## src/hdl/skdc_pkg.sv

```systemverilog
// Shared types, constants and elaboration-time tables for the soft-knee compressor.
// Depends on nothing; every other file imports it.
package skdc_pkg;

	localparam int CHANNELS        = 2;
	localparam int LOG_TABLE_DEPTH = 256;
	localparam int EXP_TABLE_DEPTH = 256;

	localparam int SAMPLE_W  = 24;
	localparam int KEY_W     = 32;
	localparam int COEFF_W   = 24;
	localparam int GAIN_W    = 15;
	localparam int MAKEUP_W  = 16;
	localparam int GM_W      = 31;
	localparam int CFG_W     = 24;
	localparam int CFG_IDX_W = 3;

	localparam int LOG_W     = 17;
	localparam int EXP_W     = 31;
	localparam int EXP_ROOTS = 20;
	localparam int LOG_IDX_W = $clog2(LOG_TABLE_DEPTH + 1);
	localparam int EXP_IDX_W = $clog2(EXP_TABLE_DEPTH + 1);

	localparam int QUOT_W = 14;
	localparam int NUM_W  = 46;
	localparam int DEN_W  = 32;

	localparam logic [CFG_IDX_W-1:0] REG_THRESHOLD = 3'd0;
	localparam logic [CFG_IDX_W-1:0] REG_SLOPE     = 3'd1;
	localparam logic [CFG_IDX_W-1:0] REG_KNEE      = 3'd2;
	localparam logic [CFG_IDX_W-1:0] REG_ATTACK    = 3'd3;
	localparam logic [CFG_IDX_W-1:0] REG_RELEASE   = 3'd4;
	localparam logic [CFG_IDX_W-1:0] REG_MAKEUP    = 3'd5;
	localparam logic [CFG_IDX_W-1:0] REG_RMS_MODE  = 3'd6;

	localparam logic signed [17:0] LEVEL_FLOOR_DB  = -18'sd61440;
	localparam logic [18:0]        DB_PER_OCT_PEAK = 19'd394566;
	localparam logic [18:0]        DB_PER_OCT_RMS  = 19'd197283;
	localparam logic [21:0]        OCT_PER_DB      = 22'd2786635;

	typedef logic [LOG_W-1:0] log_tab_t [0:LOG_TABLE_DEPTH];
	typedef logic [EXP_W-1:0] exp_tab_t [0:EXP_TABLE_DEPTH];
	typedef logic [63:0] root_arr_t [0:EXP_ROOTS-1];

	// Per-lane controls issued by the sequencer.
	typedef struct packed {
		logic key_en;
		logic out_en;
		logic pwr;
	} lane_ctl_t;

	function automatic logic [63:0] isqrt64(input logic [63:0] x);
		logic [63:0] res;
		logic [63:0] bit_v;
		logic [63:0] xv;
		xv    = x;
		res   = 64'd0;
		bit_v = 64'd1 << 62;
		for (int k = 0; k < 32; k++) begin
			if (bit_v > xv) bit_v = bit_v >> 2;
		end
		for (int k = 0; k < 32; k++) begin
			if (bit_v != 64'd0) begin
				if (xv >= res + bit_v) begin
					xv  = xv - (res + bit_v);
					res = (res >> 1) + bit_v;
				end else begin
					res = res >> 1;
				end
				bit_v = bit_v >> 2;
			end
		end
		return res;
	endfunction

	// log2(1 + i/D) in Q0.16 by repeated squaring.
	function automatic log_tab_t build_log_tab();
		log_tab_t    t;
		logic [63:0] y;
		logic [63:0] r;
		for (int i = 0; i <= LOG_TABLE_DEPTH; i++) begin
			y = (64'd1 << 30) + ((64'(i) << 30) / LOG_TABLE_DEPTH);
			r = 64'd0;
			for (int k = 0; k < 18; k++) begin
				y = (y * y) >> 30;
				r = r << 1;
				if (y >= (64'd1 << 31)) begin
					y = y >> 1;
					r = r | 64'd1;
				end
			end
			t[i] = LOG_W'((r + 64'd2) >> 2);
		end
		return t;
	endfunction

	// 2^(-i/D) in Q1.30 from a product of repeated square roots of one half.
	function automatic exp_tab_t build_exp_tab();
		exp_tab_t    t;
		root_arr_t   root;
		logic [63:0] x;
		logic [63:0] v;
		root[0] = isqrt64(64'd1 << 59);
		for (int k = 1; k < EXP_ROOTS; k++) root[k] = isqrt64(root[k-1] << 30);
		for (int i = 0; i <= EXP_TABLE_DEPTH; i++) begin
			x = ((64'(i) << EXP_ROOTS) + 64'(EXP_TABLE_DEPTH / 2)) / EXP_TABLE_DEPTH;
			v = ((x >> EXP_ROOTS) != 64'd0) ? (64'd1 << 29) : (64'd1 << 30);
			for (int k = 0; k < EXP_ROOTS; k++) begin
				if (x[EXP_ROOTS-1-k]) v = (v * root[k] + (64'd1 << 29)) >> 30;
			end
			t[i] = EXP_W'(v);
		end
		return t;
	endfunction

	localparam log_tab_t LOG_TAB = build_log_tab();
	localparam exp_tab_t EXP_TAB = build_exp_tab();

endpackage

```

## src/hdl/skdc_div.sv

```systemverilog
// Restoring divider, one quotient bit per cycle, for the soft-knee reduction.
// Depends on skdc_pkg.
module skdc_div import skdc_pkg::*; (
	input  logic              clk,
	input  logic              arst_n,
	input  logic              start,
	input  logic [NUM_W-1:0]  num,
	input  logic [DEN_W-1:0]  den,
	output logic              done,
	output logic [QUOT_W-1:0] quot
);

	logic [NUM_W-1:0]  rem_q;
	logic [NUM_W-1:0]  dsh_q;
	logic [QUOT_W-1:0] quot_q;
	logic [3:0]        cnt_q;
	logic              busy_q;
	logic              done_q;
	logic              fits;

	assign fits = rem_q >= dsh_q;

	always_ff @(posedge clk or negedge arst_n) begin
		if (!arst_n) begin
			busy_q <= 1'b0;
			done_q <= 1'b0;
			cnt_q  <= 4'd0;
		end else begin
			done_q <= 1'b0;
			if (start) begin
				busy_q <= 1'b1;
				cnt_q  <= 4'(QUOT_W - 1);
			end else if (busy_q) begin
				cnt_q <= cnt_q - 1'b1;
				if (cnt_q == 4'd0) begin
					busy_q <= 1'b0;
					done_q <= 1'b1;
				end
			end
		end
	end

	always_ff @(posedge clk) begin
		if (start) begin
			rem_q  <= num;
			dsh_q  <= NUM_W'({den, 13'd0});
			quot_q <= '0;
		end else if (busy_q) begin
			if (fits) rem_q <= rem_q - dsh_q;
			dsh_q  <= dsh_q >> 1;
			quot_q <= {quot_q[QUOT_W-2:0], fits};
		end
	end

	assign done = done_q;
	assign quot = quot_q;

endmodule

```

## config.mk

```make
export PLATFORM = sky130hd
export DESIGN_NAME = skdc_div
export DESIGN_NICKNAME = d
export VERILOG_FILES = /design/src/hdl/skdc_pkg.sv /design/src/hdl/skdc_div.sv
export SDC_FILE = /design/constraint.sdc
export NUM_CORES = 1
export LEC_CHECK = 0
export BUFFER_PORTS_ARGS = -buffer_cell sky130_fd_sc_hd__clkbuf_2
export CAP_MARGIN = 20
export CORE_ASPECT_RATIO = 0.9
export CORE_MARGIN = 8
export CORE_UTILIZATION = 30
export DETAILED_ROUTE_END_ITERATION = 8
export PLACE_DENSITY = 0.48
export SYNTH_ARGS = -nofsm -noshare
export SYNTH_HDL_FRONTEND = slang
export SYNTH_SLANG_ARGS = --single-unit
```

## constraint.sdc

```tcl
create_clock -name clk -period 5.68 [get_ports clk]
set_input_delay 1.704 -clock clk [delete_from_list [all_inputs] [get_ports clk]]
set_output_delay 1.704 -clock clk [all_outputs]
set_load 0.01 [all_outputs]
```

==> impl_metrics.yaml <==
status:
  run_status: "finished clean"
flow_run:
  timing.max_cap.violations: 0
placed_design:
  placedInstanceArea_um2: 7990
  dp_slack_ns: 1.77
  port_buffers: 95
  detailedPlacementHpwl_um: 15000
  place.gp.congestion: 0.806
finish:
  n_fill_cell: 2535
  layout_cells_sized_above_1: 0.153
  multiInputGateArea_um2: 3810
  design.final.nets: 999
  layout_commonest_cell: "nand2_1"
  mostFrequentLayoutCells: "nand2_1, clkbuf_2, edfxtp_1, inv_1, a21oi_1"
  area.sequential_um2: 3030
  finish.instance_area_um2: 8310
  syn_to_final_growth_pct: 15.1
  n_antenna_cell: 0
routing:
  dr_total_vias: 5857
  drt_drc_violations_left: 0
  drt_iter0_drc: 326
  wl_met3_um: 875
  postRouteAntennaNets: 0
  top_signal_layer_used: "met4"
  wire_per_inst_um: 16.5
  met2_length_um: 8660
  drt_pass_1_iters: 5
  post_drt_via_cell_ratio: 4.95
  met1_length_um: 9810
  wl_um: 19600
timing:
  grt_setup_unrepaired: "no"
  finalCritPeriodShare: 0.688
  final.min_clock_period_ns: 3.91
  post-route-worst-setup-slack_ns: 1.77
  tightest_slew_ns: 0.895
  hold_viol_final: 0
  setup-violations-final: 0
  final-max-slew-violation-count: 0
  fmaxAchievable_mhz: 256
  tns_ns: 0
  clock-skew-final_ns: 0.0175
  timing.slew.headroom: 0.403
synthesis:
  syn-num-nets: 927
  synth.cell_area_um2: 7220
  synth_fa_ha_area_frac: 0.0825
  synth-edff-count: 78
  syn-instance-count: 799
  mean_instance_size_in_the_synthesized_netlist_um2: 9.03
  ys_async_sr_fraction: 0.0541
  post-synth-top-area-fraction: 0.325
  synthesis.yosys.warnings: 0
  synth_flop_cell: "edfxtp_1"
  synth-seq-area-share: 0.420
  synth_simple_gate_area_share: 0.140
  synthMuxAreaShare: 0.0406
  ys_types: 60
  synthXorXnorAreaFrac: 0.0522
  synth-compound-area-share: 0.212
  yosys_register_bits: 111
  ys_top_cells_by_area: "edfxtp_1, ha_1, dfxtp_1, nand2_1, a21oi_1"
  yosysTopAreaCell: "edfxtp_1"
  dominant_combinational_cell_family_by_area_after_synthesis: "compound AO/OA/AOI/OAI gates"
setup_path:
  crit_path_end_kind: "register"
  startpoint_type: "register"
  critical_path.max_fanout: 17
  worst-endpoint-arrival_ns: 3.96
  req_time_crit_path_ns: 5.73
  timing_worst_setup_path_type: "reg2reg"
clock_network:
  cts_buffer_depth: 2
  clock_sink_count: 111
  cts_hold_repair.buffers: 0
  worstSkewPairLatency_ns: 0.37
  clock_tree_from_tritoncts: "done"
  post_cts_setup_buffers: 0
  worst_setup_hold_path_clk_slew_ns: 0.09
  postCtsResizedCells: 0
  num_cts_buffers: 9
  clock_tree.root_cell: "clkbuf_16"
  htree_num_levels: 3
floorplan:
  dieArea_um2: 29300
  placementRows: 54
  design.core.area_um2: 23900
  floorplan.die.height_um: 163
  initial_utilization: 0.302
  ioPinCount: 96
  die_w_um: 179
global_route:
  grt_first_pass_wirelength_um: 31900
  globalRouteTotalUtil: 0.134
  grt_max_degree: 66
  global_route.overflow_total: 0
  grt_pass1_vias: 5971
  initial_antenna_violation_count: 0
worst_hold_path:
  min_path_type: "reg2reg"
power_and_ir_drop:
  vdd.ir_drop.worst_mv: 0.197
  power.leakage_nw: 3.58
  power_density_nw_per_um2: 513
[critical path: stages (launching register included)]
cell	delay [ns]
edfxtp_1	0.33
inv_1	0.04
ha_1	0.22
fa_1	0.41
nand2b_1	0.20
a211oi_2	0.23
nor3_1	0.11
o22a_1	0.26
o31ai_4	0.29
a21oi_2	0.17
o21ai_1	0.25
a31oi_1	0.19
o21ai_4	0.51
buf_4	0.36
[routing by layer]
layer | global-route usage | up-vias
li1 | - | 3021
met2 | 0.214 | 129
met3 | 0.0298 | 14
met4 | 0.0326 | 0
met1 | 0.183 | 2693
met5 | 0 | -
[path summary, 6_finish.rpt]
| kind | cells past startpoint | start | end | slack (ns) |
|---|---|---|---|---|
| worst max-delay path | 13 | rem_q[0]$_DFFE_PP_ | rem_q[26]$_DFFE_PP_ | 1.77 |
| worst min-delay path | 2 | quot[13]$_SDFFE_PP0P_ | quot[13]$_SDFFE_PP0P_ | 0.52 |
| worst max register to register | 13 | rem_q[0]$_DFFE_PP_ | rem_q[26]$_DFFE_PP_ | 1.77 |
| worst min register to register | 2 | quot[13]$_SDFFE_PP0P_ | quot[13]$_SDFFE_PP0P_ | 0.52 |
| max in group asynchronous | 1 | arst_n | busy_q$_DFF_PN0_ | 4.37 |
| min in group asynchronous | 1 | arst_n | done$_DFF_PN0_ | 1.15 |
[sequential cells by signal, summed over array words and instances, names as in the netlist]
name / cells
rem_q: 46
dsh_q: 45
quot: 14
cnt_q: 4
busy_q: 1
done: 1
[layout make-up]
| class | instances | area share |
|---|---|---|
| well taps | 308 | 0.0464 |
| multi-input cells | 587 | 0.459 |
| inverters | 61 | 0.0276 |
| flip-flops and latches | 111 | 0.365 |
| clock buffers | 9 | 0.0271 |
| clock inverters | 7 | 0.0113 |
| repair buffers | 101 | 0.0634 |
[where the power goes]
part	switching [mW]	internal [mW]
combinational	1.42	0.913
clock	0.371	0.329
sequential	0.0758	1.15
total	1.86	2.39
[kinds of logic after synthesis]
family,after synthesis
compound gates,235
xor+xnor,43
fa+ha+maj,47
buf+inv,101
flops,111
mux,29
simple gates,233
[Yosys cell counts, drive strengths merged, types with 2 or more instances]
library cell,number
nand2,118
edfxtp,78
o21ai,77
inv,61
a21oi,56
nor2,52
ha,46
o31ai,34
clkbuf,31
xnor2,29
dfxtp,27
mux2i,27
nand4,14
nor3,14
xor2,14
a21o,12
nand3,10
o21bai,10
buf,9
a211oi,7
nor4,7
a31oi,6
and2,6
dfrtp,6
o21a,6
nand2b,4
a21boi,3
a22o,3
a311oi,3
nor2b,3
a41oi,2
and3,2
mux2,2
o2111ai,2
o211ai,2
o22ai,2
o41ai,2
[per-stage QoR]
| step | util | power, mW | hold slack [ns] | cells |
|---|---|---|---|---|
| 4_1_cts | 0.347 | 4.29 | 0.524 | 1184 |
| 3_3_place_gp | 0.334 | 3.57 | 0.480 | 1168 |
| 6_report | 0.347 | 4.26 | 0.517 | 1184 |
| 2_1_floorplan | - | 3.02 | 0.465 | 799 |
| 5_1_grt | 0.347 | 4.62 | 0.541 | 1184 |
| 3_5_place_dp | 0.334 | 3.57 | 0.500 | 1168 |
(Power assumes the default switching activity.)
