==> config.mk <==
export PLATFORM = sky130hd
export DESIGN_NAME = skdc_lane
export DESIGN_NICKNAME = d
export VERILOG_FILES = /design/src/hdl/skdc_pkg.sv /design/src/hdl/skdc_lane.sv
export SDC_FILE = /design/constraint.sdc
export NUM_CORES = 2
export LEC_CHECK = 0
export BUFFER_PORTS_ARGS = -buffer_cell sky130_fd_sc_hd__buf_2
export CORE_ASPECT_RATIO = 0.9
export CORE_MARGIN = 3
export CORE_UTILIZATION = 40
export CTS_CLUSTER_DIAMETER = 200
export CTS_CLUSTER_SIZE = 25
export DETAILED_ROUTE_END_ITERATION = 16
export PLACE_DENSITY = 0.66
export SLEW_MARGIN = 15
export SYNTH_ARGS = -nofsm -noshare
export SYNTH_HDL_FRONTEND = slang
export SYNTH_SLANG_ARGS = --single-unit
==> constraint.sdc <==
create_clock -name clk -period 36.2 [get_ports clk]
set_input_delay 7.24 -clock clk [delete_from_list [all_inputs] [get_ports clk]]
set_output_delay 7.24 -clock clk [all_outputs]
set_load 0.005 [all_outputs]
==> src/hdl/skdc_pkg.sv <==
// Shared types, constants and elaboration-time tables for the soft-knee compressor.
// Depends on nothing; every other file imports it.
package skdc_pkg;

	localparam int CHANNELS        = 2;
	localparam int LOG_TABLE_DEPTH = 256;
	localparam int EXP_TABLE_DEPTH = 256;

	localparam int SAMPLE_W  = 24;
	localparam int KEY_W     = 32;
	localparam int COEFF_W   = 24;
	localparam int GAIN_W    = 15;
	localparam int MAKEUP_W  = 16;
	localparam int GM_W      = 31;
	localparam int CFG_W     = 24;
	localparam int CFG_IDX_W = 3;

	localparam int LOG_W     = 17;
	localparam int EXP_W     = 31;
	localparam int EXP_ROOTS = 20;
	localparam int LOG_IDX_W = $clog2(LOG_TABLE_DEPTH + 1);
	localparam int EXP_IDX_W = $clog2(EXP_TABLE_DEPTH + 1);

	localparam int QUOT_W = 14;
	localparam int NUM_W  = 46;
	localparam int DEN_W  = 32;

	localparam logic [CFG_IDX_W-1:0] REG_THRESHOLD = 3'd0;
	localparam logic [CFG_IDX_W-1:0] REG_SLOPE     = 3'd1;
	localparam logic [CFG_IDX_W-1:0] REG_KNEE      = 3'd2;
	localparam logic [CFG_IDX_W-1:0] REG_ATTACK    = 3'd3;
	localparam logic [CFG_IDX_W-1:0] REG_RELEASE   = 3'd4;
	localparam logic [CFG_IDX_W-1:0] REG_MAKEUP    = 3'd5;
	localparam logic [CFG_IDX_W-1:0] REG_RMS_MODE  = 3'd6;

	localparam logic signed [17:0] LEVEL_FLOOR_DB  = -18'sd61440;
	localparam logic [18:0]        DB_PER_OCT_PEAK = 19'd394566;
	localparam logic [18:0]        DB_PER_OCT_RMS  = 19'd197283;
	localparam logic [21:0]        OCT_PER_DB      = 22'd2786635;

	typedef logic [LOG_W-1:0] log_tab_t [0:LOG_TABLE_DEPTH];
	typedef logic [EXP_W-1:0] exp_tab_t [0:EXP_TABLE_DEPTH];
	typedef logic [63:0] root_arr_t [0:EXP_ROOTS-1];

	// Per-lane controls issued by the sequencer.
	typedef struct packed {
		logic key_en;
		logic out_en;
		logic pwr;
	} lane_ctl_t;

	function automatic logic [63:0] isqrt64(input logic [63:0] x);
		logic [63:0] res;
		logic [63:0] bit_v;
		logic [63:0] xv;
		xv    = x;
		res   = 64'd0;
		bit_v = 64'd1 << 62;
		for (int k = 0; k < 32; k++) begin
			if (bit_v > xv) bit_v = bit_v >> 2;
		end
		for (int k = 0; k < 32; k++) begin
			if (bit_v != 64'd0) begin
				if (xv >= res + bit_v) begin
					xv  = xv - (res + bit_v);
					res = (res >> 1) + bit_v;
				end else begin
					res = res >> 1;
				end
				bit_v = bit_v >> 2;
			end
		end
		return res;
	endfunction

	// log2(1 + i/D) in Q0.16 by repeated squaring.
	function automatic log_tab_t build_log_tab();
		log_tab_t    t;
		logic [63:0] y;
		logic [63:0] r;
		for (int i = 0; i <= LOG_TABLE_DEPTH; i++) begin
			y = (64'd1 << 30) + ((64'(i) << 30) / LOG_TABLE_DEPTH);
			r = 64'd0;
			for (int k = 0; k < 18; k++) begin
				y = (y * y) >> 30;
				r = r << 1;
				if (y >= (64'd1 << 31)) begin
					y = y >> 1;
					r = r | 64'd1;
				end
			end
			t[i] = LOG_W'((r + 64'd2) >> 2);
		end
		return t;
	endfunction

	// 2^(-i/D) in Q1.30 from a product of repeated square roots of one half.
	function automatic exp_tab_t build_exp_tab();
		exp_tab_t    t;
		root_arr_t   root;
		logic [63:0] x;
		logic [63:0] v;
		root[0] = isqrt64(64'd1 << 59);
		for (int k = 1; k < EXP_ROOTS; k++) root[k] = isqrt64(root[k-1] << 30);
		for (int i = 0; i <= EXP_TABLE_DEPTH; i++) begin
			x = ((64'(i) << EXP_ROOTS) + 64'(EXP_TABLE_DEPTH / 2)) / EXP_TABLE_DEPTH;
			v = ((x >> EXP_ROOTS) != 64'd0) ? (64'd1 << 29) : (64'd1 << 30);
			for (int k = 0; k < EXP_ROOTS; k++) begin
				if (x[EXP_ROOTS-1-k]) v = (v * root[k] + (64'd1 << 29)) >> 30;
			end
			t[i] = EXP_W'(v);
		end
		return t;
	endfunction

	localparam log_tab_t LOG_TAB = build_log_tab();
	localparam exp_tab_t EXP_TAB = build_exp_tab();

endpackage

==> src/hdl/skdc_lane.sv <==
// One channel lane: detector key and final scaling with saturation.
// Depends on skdc_pkg.
module skdc_lane import skdc_pkg::*; (
	input  logic                       clk,
	input  lane_ctl_t                  ctl,
	input  logic signed [SAMPLE_W-1:0] sample,
	input  logic [GM_W-1:0]            gm,
	output logic [KEY_W-1:0]           key,
	output logic signed [SAMPLE_W-1:0] result
);

	logic [SAMPLE_W-1:0]     mag;
	logic [2*SAMPLE_W-1:0]   sq;
	logic [33:0]             pwr_key;
	logic [32:0]             peak_key;
	logic [KEY_W-1:0]        key_d;
	logic [SAMPLE_W+GM_W-1:0] prod;
	logic [28:0]             r;
	logic [SAMPLE_W-1:0]     res_d;
	logic [KEY_W-1:0]        key_q;
	logic [SAMPLE_W-1:0]     result_q;

	always_comb begin
		mag      = sample[SAMPLE_W-1] ? (~sample + 1'b1) : sample;
		sq       = {24'd0, mag} * {24'd0, mag};
		pwr_key  = 34'((sq + 48'd8192) >> 14);
		peak_key = {mag, 9'd0};
		if (ctl.pwr) key_d = (pwr_key[33:32] != 2'd0) ? '1 : pwr_key[31:0];
		else         key_d = peak_key[32] ? '1 : peak_key[31:0];
		prod = {31'd0, mag} * {24'd0, gm};
		r    = 29'((prod + 55'd33554432) >> 26);
		if (sample[SAMPLE_W-1]) res_d = (r > 29'd8388608) ? 24'h800000 : (~r[23:0] + 1'b1);
		else                    res_d = (r > 29'd8388607) ? 24'h7FFFFF : r[23:0];
	end

	always_ff @(posedge clk) begin
		if (ctl.key_en) key_q <= key_d;
		if (ctl.out_en) result_q <= res_d;
	end

	assign key    = key_q;
	assign result = result_q;

endmodule

==> results.md <==
Timing:
- The minimum clock period is 18.83 ns.
- For this run, the top clock speed supported by timing is around 0.053 GHz.
- Of the available clock period, the critical path in the final layout requires 52.0%.
- The measured slew at the worst slew-check pin is approximately 1.0 ns.
- The number of setup violations in the final report is 0.
- The final number of hold-violating endpoints came to 0.
- The number of max-slew violations in the final report is 0.
- The aggregate negative setup slack is 0 ns.
- Setup repair after global routing left no endpoint under its margin.
- Headroom to the max-slew limit came out at between 20 and 30%.

Worst setup path:
- The data arrival time of the critical path is 18.85 ns.
- The startpoint type of the worst setup path is an input port.
- By instance count, the cell type seen most on the critical path is sky130_fd_sc_hd__fa_1.
- Of all nets on the critical path, the largest fanout is 38.
- For this run, the slowest stage of the critical path takes 0.95 ns.
- The critical path starts at sample[0].
- The type of destination of the critical path is a register.
- The endpoint of the most critical setup path is key[19]$_DFFE_PP_.
- The cell family contributing the most delay on the critical path is adder cells.
- STA puts the critical path data required time at 36.22 ns.
- The number of buffers and inverters on the critical path is 11.
- The type of the worst setup path is in -> reg.
- The number of cells on the critical path is 36.
- Among all stages on the critical path, the largest delay is contributed by sky130_fd_sc_hd__clkinv_1.

GRT:
- The busiest metal layer after global routing is met2.
- Global routing used 21.7% of the available tracks across all layers.
- The first global-routing pass estimated 194,000 um of wire.
- The number of global-route vias before repair is 35,800.
- The met2 capacity usage during global routing is 35.3%.
- Entering global routing, the biggest net connects 56 pins.
- Global routing consumed, on the met3 layer, 3.31% of the routing resources.
- Global routing consumed, on the met1 layer, a little under a third of the routing resources.
- Summed over all layers, the global routing overflow is 0.
- The number of antenna violations at the first check in global routing is 2.

Floorplanning:
- The die is ~350 um wide.
- The floorplan die area is around 110,000 um2.
- approximately 120 I/O pins were placed.
- The effective utilization at floorplan is about two fifths.
- The floorplan step set the die height to 318 um.
- Row generation in the floorplan step produced 113 rows.
- The floorplan step defined a core boundary enclosing 106,000 um2.

Synthesis:
- The synthesized netlist contains 85 unique library cells.
- In this run, synthesis inferred 56 flip-flops with an integrated enable.
- The flop and latch count out of synthesis is between 50 and 60.
- The library cell occupying the most area in the post-synthesis netlist is sky130_fd_sc_hd__fa_1.
- After synthesis the cells add up to 43,200 um2.
- The synthesized instance count is 4,846.
- The Yosys step of the flow raised 0 warnings.
- Counting instances in the post-synthesis netlist gives the leading cell types as 1,264 x sky130_fd_sc_hd__inv_1, 1,058 x sky130_fd_sc_hd__fa_1, 675 x sky130_fd_sc_hd__nand2_1.
- Sorting the synthesized cells by area gives the leading types as sky130_fd_sc_hd__fa_1 49%, sky130_fd_sc_hd__ha_1 11%, sky130_fd_sc_hd__inv_1 11%.
- After synthesis, flip-flops and latches occupy 3.89% of the total area.
- The predominant post-synthesis flop cell is sky130_fd_sc_hd__edfxtp_1.
- For this run, asynchronously set or reset flops after synthesis account for 0%.
- The per-instance average area after synthesis is 8.91 um2.
- The most frequently used cell type in the post-synthesis netlist is sky130_fd_sc_hd__inv_1.
- Of the post-synthesis cell area, the dominant cell type holds about half.

Detailed routing:
- The total wire length after detailed routing is 117,000 um.
- For this run, the detailed router's first-pass iteration total came to 5.
- The via count of the routed design is around 32,000.
- The initial DRC count is 2,188.
- The count of nets left with antenna violations once routing finished came out at 0.
- Dividing the detail-routed wire length by the instance count gives approximately 19 um.
- The ratio of routed vias to standard cells is just over 5.
- After detailed routing, the number of remaining DRC violations is 0.

Cells and area:
- With fillers left out, the area of the finished cells amounts to between 40,000 and 50,000 um2.
- The finished layout holds 6,251 standard cells, fillers aside.
- The share of post-route cells with drive strength above 1 is roughly 4.5%.
- Fill cells in the final layout number between 10,000 and 15,000.
- The area added between synthesis and finish is 5.17%.
- The final layout contains 6,320 nets.

Placed design:
- The HPWL after detailed placement is 92,300 um.
- The congestion estimate from routability-driven global placement came to 0.916.
- The count of buffers added on input and output ports is 114.
- The area after detailed placement is 45,300 um2.
- The total placed cells including tap cells is between 6,000 and 7,000.

Clock tree:
- For this design, the CTS-stage hold fixing added 0 buffers.
- The cell chosen for the clock root is sky130_fd_sc_hd__clkbuf_16.
- The TritonCTS buffer count is 5.
- After clock tree synthesis, the setup repair step added 0 buffers.
- The TritonCTS sink count is 56.
- The number of gates resized after CTS is 0.
- CTS built an H-tree with a depth of 2.
- The number of buffers on the longest clock path is 2.
- After clock tree synthesis, the clock-pin slew on the worst setup and hold paths is around 0.08 ns.
- TritonCTS built the clock tree.

Worst hold path:
- The min-delay analysis places its worst path in the category in -> reg.

Flow run:
- Max-cap violations in this run came to 0.

Status:
- The run finished with clean final reports.
==> layout by cell type, fill, tap and decap left out, types with 52 or more instances in the layout <==
master                        n
sky130_fd_sc_hd__ha_1       392
sky130_fd_sc_hd__inv_1     1263
sky130_fd_sc_hd__buf_2      114
sky130_fd_sc_hd__o21ai_0     52
sky130_fd_sc_hd__nor2_1     244
sky130_fd_sc_hd__and2_1     234
sky130_fd_sc_hd__nand2_1    675
sky130_fd_sc_hd__a21oi_1     97
sky130_fd_sc_hd__edfxtp_1    56
sky130_fd_sc_hd__fa_1      1058
==> routing by layer <==
layer  routed length (um)  vias up
li1                     -    14300
met1                50200    16800
met2                54900     1202
met3                 8720      168
met4                 2950        0
met5                    0        -
==> cell families (layout without fill, tap and decap cells) <==
kind of cell,Yosys count,count (layout),synth area share [%]
xor+xnor,85,85,1.74
mux,12,12,0.316
compound gates,368,368,5.86
flops,56,56,3.89
buf+inv,1486,1437,13.0
fa+ha+maj,1450,1450,60.4
simple gates,1387,1387,14.8
other cells,2,19,0.0174
==> sequential cells by signal, summed over array words and instances (netlist names) <==
| register | cells |
|---|---|
| key | 32 |
| result | 24 |
==> worst min path at each step <==
stage | slack, ns | cells past startpoint | startpoint | to
after detailed placement | 7.64 | 1 | key[11]$_DFFE_PP_ | key[11]
after global routing | 7.45 | 1 | ctl[1] | result[3]$_DFFE_PP_
final | 7.42 | 1 | ctl[1] | result[4]$_DFFE_PP_
after global placement | 7.64 | 1 | key[11]$_DFFE_PP_ | key[11]
after floorplan | 7.35 | 0 | ctl[2] | key[0]$_DFFE_PP_
after CTS | 7.42 | 1 | ctl[1] | result[4]$_DFFE_PP_
==> through the flow <==
| stage | util [%] | hold WS (ns) | worst slack, ns |
|---|---|---|---|
| after floorplan | - | 7.35 | 19.39 |
| after global placement | 42.6 | 7.64 | 17.21 |
| after detailed placement | 42.6 | 7.64 | 17.20 |
| after CTS | 42.7 | 7.42 | 17.52 |
| after global routing | 42.7 | 7.45 | 16.85 |
| final | 42.7 | 7.42 | 17.37 |
==> area by class of cell <==
type | instances | area (um2) | share of cell area [%]
Timing Repair Buffer | 161 | 923 | 2.03
Tap cell | 1437 | 1800 | 3.96
Multi-Input combinational cell | 3319 | 36100 | 79.5
Sequential cell | 56 | 1680 | 3.70
Inverter | 1268 | 4760 | 10.5
Clock inverter | 3 | 17.5 | 0.0386
Antenna cell | 2 | 5.00 | 0.0110
Clock buffer | 5 | 125 | 0.276
Power is left out: the tool's default activity adds up to more than one toggle a clock period on the data nets, which glitch-free logic cannot reach.
